### src/rtl/pss_pkg.sv
// Shared types and constants of the polyline spaced point sampler.
`default_nettype none
package pss_pkg;

  localparam int CoordW = 24;
  localparam int ThrW = 16;
  localparam int ResultCap = 64;
  localparam int ResCntW = $clog2(ResultCap + 1);
  localparam int RootSteps = 25;
  localparam int IterW = 5;

  localparam logic [1:0] KIND_START = 2'd0;
  localparam logic [1:0] KIND_NEXT = 2'd1;
  localparam logic [1:0] KIND_CLOSE = 2'd2;

  localparam logic [1:0] REG_SPACING = 2'd0;
  localparam logic [1:0] REG_SHIFT_X = 2'd1;
  localparam logic [1:0] REG_SHIFT_Y = 2'd2;

  typedef enum logic [1:0] {
    OP_START,
    OP_NEXT,
    OP_CLOSE
  } op_e;

  typedef struct packed {
    op_e                      op;
    logic signed [CoordW-1:0] x;
    logic signed [CoordW-1:0] y;
  } item_t;

  typedef struct packed {
    logic [ThrW-1:0]          thr;
    logic signed [CoordW-1:0] shx;
    logic signed [CoordW-1:0] shy;
  } cfg_t;

  typedef struct packed {
    logic busy;
    logic pend_v;
  } bstat_t;

  function automatic logic signed [CoordW-1:0] clamp25(input logic signed [CoordW:0] v);
    logic signed [CoordW-1:0] r;
    if (v[CoordW] != v[CoordW-1]) begin
      r = v[CoordW] ? {1'b1, {(CoordW-1){1'b0}}} : {1'b0, {(CoordW-1){1'b1}}};
    end else begin
      r = v[CoordW-1:0];
    end
    return r;
  endfunction

endpackage
`default_nettype wire

### src/rtl/pss_queue.sv
// Two-entry queue between the front and the back.
`default_nettype none
module pss_queue (
  input  wire logic        clk_i,
  input  wire logic        rst_ni,
  input  wire logic        push_i,
  input  pss_pkg::item_t   data_i,
  input  wire logic        pop_i,
  output pss_pkg::item_t   data_o,
  output logic             full_o,
  output logic             valid_o
);

  pss_pkg::item_t mem_q [2];
  logic       wr_q, rd_q;
  logic [1:0] cnt_q;

  always_ff @(posedge clk_i or negedge rst_ni) begin
    if (!rst_ni) begin
      wr_q  <= 1'b0;
      rd_q  <= 1'b0;
      cnt_q <= 2'd0;
    end else begin
      if (push_i) wr_q <= !wr_q;
      if (pop_i) rd_q <= !rd_q;
      if (push_i && !pop_i) cnt_q <= cnt_q + 2'd1;
      else if (pop_i && !push_i) cnt_q <= cnt_q - 2'd1;
    end
  end

  always_ff @(posedge clk_i) begin
    if (push_i) mem_q[wr_q] <= data_i;
  end

  assign data_o  = mem_q[rd_q];
  assign full_o  = cnt_q[1];
  assign valid_o = cnt_q != 2'd0;

endmodule
`default_nettype wire

### config.mk
export PLATFORM = sky130hd
export DESIGN_NAME = pss_queue
export DESIGN_NICKNAME = d
export VERILOG_FILES = /design/src/rtl/pss_pkg.sv /design/src/rtl/pss_queue.sv
export SDC_FILE = /design/constraint.sdc
export NUM_CORES = 1
export LEC_CHECK = 0
export BUFFER_PORTS_ARGS = -buffer_cell sky130_fd_sc_hd__buf_2
export CORE_ASPECT_RATIO = 1.2
export CORE_MARGIN = 3
export CORE_UTILIZATION = 40
export CTS_BUF_LIST = sky130_fd_sc_hd__clkbuf_4
export DETAILED_ROUTE_END_ITERATION = 6
export GPL_ROUTABILITY_DRIVEN = 1
export SLEW_MARGIN = 30
export SYNTH_ARGS = -nofsm -noshare
export SYNTH_HDL_FRONTEND = slang
export SYNTH_SLANG_ARGS = --single-unit
### constraint.sdc
create_clock -name clk_i -period 6.15 [get_ports clk_i]
set_input_delay 0.3075 -clock clk_i [delete_from_list [all_inputs] [get_ports clk_i]]
set_output_delay 0.3075 -clock clk_i [all_outputs]
set_load 0.05 [all_outputs]
==> metrics.yaml <==
yosys:
  ys_warn_count: 0
  yosys_most_used_dff: "edfxtp_1"
  yosysTopAreaCell: "edfxtp_1"
  ys_types: 14
  synthArstFlopShare_pct: 3.85
  syn_area_um2: 4040
  netlist_top_cells_area: "edfxtp_1 74%, mux2_4 18%, buf_12 2.5%"
  synth_top_area_share_pct: 74.3
  avgSynthCellArea_um2: 23.6
  synth_nets: 226
  ys_seq_area_share_pct: 76.7
  yosysMostFrequentCell: "edfxtp_1"
  synth_commonest_cells: "100 x edfxtp_1, 49 x mux2_4, 5 x buf_12"
  ys_seq_elements: 104
  synthCells: 171
  synth_enable_flop_cells: 100
die:
  die_h_um: 116
  die_w_um: 97.8
  die-area_um2: 11400
  ios: 106
  initial_utilization_pct: 41.6
  fp-row-count: 39
  core-area_um2: 9710
worst_hold_path:
  holdPathEnd: "mem_q[0][25]"
  hp-class: "in -> reg"
  worstHoldStart: "data_i[25]"
  min_path_cells: 1
timing:
  timing.setup.tns_ns: 0
  skew_ns: 0.0145
  max_freq_mhz: 434
  rsz0062_at_grt: "false"
  worstMarginPinSlew_ns: 0.584
  period_share_pct: 37.5
  drv_slew: 0
  period_minus_slack_ns: 2.31
  hold_viol: 0
  setup_viol: 0
  relSlewSlack_pct: 61.0
  setup_ws_ns: 3.84
  hold_ws_ns: 0.0460
cts:
  post_cts_buffers: 0
  cts_tree: "built"
  cts.clk_slew.worst_paths_ns: 0.15
  root_buffer: "clkbuf_4"
  clock-sinks: 104
  clock_latency_ns: 0.45
  cts_buffers: 9
  ctsLongestPathBuffers: 2
  htreeDepth: 3
placement:
  routabilityCongestion: 0.646
  post-place-ws_ns: 4.12
  port_buffers: 105
outcome:
  status: "finished, final reports clean"
power:
  power_density_nw_per_um2: 485
  ir_drop_mv: 0.241
  p_leak_nw: 2.07
  finalPower_mw: 2.48
worst_setup_path:
  end_kind: "output pin"
  startpoint: "rd_q"
  cp-start-kind: "flop"
  cp_max_fo: 35
  worst-setup-path-type: "reg -> out"
  r2r-end: "mem_q[0][4]"
  crit_arrival_ns: 2.00
  reg2reg_depth: 2
  rrSetupSlack_ns: 4.34
  r2r-start: "wr_q"
  worst_ep_required_time_ns: 5.84
cells_and_area:
  area_growth_pct: 26.7
  finalCoreUtilization_pct: 52.8
  final_nets: 372
  diodes: 0
  fillers: 816
  drive_above_1_share_pct: 55.3
route:
  ant_nets: 0
  routed_wirelength_um: 6970
  wire_per_inst_um: 15.7
  viasPerCell: 4.55
  drt_pass1_iterations: 4
  drtIter0Drc: 60
  vias: 2026
  drc: 0
global_routing:
  grt_pass1_wl_um: 10800
  grt_max_degree: 52
  track_usage_pct: 12.6
  antenna_found_initial: 0
  first_global_vias: 2186
  overflow: 0
job:
  cap_violations: 0
-- critical path: stages, from the launching register on --
cell	delay [ns]
dfrtp_4	0.68
buf_16	0.31
mux2_4	0.33
buf_2	0.21
-- report_power, final --
part | internal (mW) | switching [mW] | total [mW] | leakage [nW]
clock | 0.0864 | 0.225 | 0.311 | 0.0587
combinational | 0.390 | 0.770 | 1.16 | 1.03
sequential | 0.942 | 0.0703 | 1.01 | 0.984
-- cells in the final DEF, fill, tap and decap left out --
cell type and count:
ha_1 1, mux2_2 1, inv_1 1, xor2_1 4, inv_6 1, buf_2 105, edfxtp_1 100, buf_16 1
xnor2_1 1, dlygate4sd3_1 33, dfrtp_4 1, dfrtp_1 3, clkinv_4 3, clkinvlp_4 3, mux2_4 49, nor2_1 1
buf_4 2, or2_2 1, nor2b_4 1, clkbuf_4 9, and2_2 1
-- worst max-delay path by stage --
stage | endpoint | slack, ns | cells after the start
detailed placement | data_o[42] | 4.12 | 2
finish | data_o[3] | 3.84 | 3
global route | data_o[19] | 3.74 | 3
global placement | data_o[42] | 4.13 | 2
CTS | data_o[42] | 3.58 | 2
floorplan | mem_q[0][0] | 3.05 | 1
-- per-stage QoR --
step           cells  area [um2]
2_1_floorplan    171        4040
3_3_place_gp     395        4640
3_5_place_dp     395        4640
4_1_cts          431        4960
5_1_grt          445        5120
6_report         445        5120
-- layer usage --
| metal | routed length [um] | global-route usage [%] |
|---|---|---|
| met5 | 0 | 0 |
| met1 | 2720 | 12.8 |
| met3 | 451 | 5.14 |
| met2 | 3700 | 22.5 |
| met4 | 93 | 6.09 |
-- cell type report --
cell class	count	area [um2]	area share (%)
Sequential cell	104	3110	60.6
Clock inverter	7	57.6	1.12
Multi-Input combinational cell	60	835	16.3
Timing Repair Buffer	141	898	17.5
Tap cell	123	154	3.00
Inverter	1	3.75	0.0733
Clock buffer	9	67.6	1.32
-- state kept, by name (all words and copies together), names as in the netlist --
| signal | count |
|---|---|
| wr_q | 1 |
| rd_q | 1 |
| cnt_q | 2 |
| mem_q | 100 |
-- repair_timing --
| item | 4_1_cts | 5_1_grt |
|---|---|---|
| resized for setup | 0 | 0 |
| endpoints found under the hold margin | 36 | 24 |
| endpoints found under the setup margin | 0 | 0 |
| hold buffers | 20 | 13 |
-- logic make-up (layout without fill, tap and decap cells) --
| logic type | after synthesis | in the layout | synth area share (%) |
|---|---|---|---|
| buf+inv | 7 | 158 | 2.85 |
| mux | 50 | 50 | 18.5 |
| xor+xnor | 5 | 5 | 1.08 |
| flops | 104 | 104 | 76.7 |
| fa+ha+maj | 1 | 1 | 0.309 |
| simple gates | 4 | 4 | 0.557 |
(Power assumes the default switching activity.)
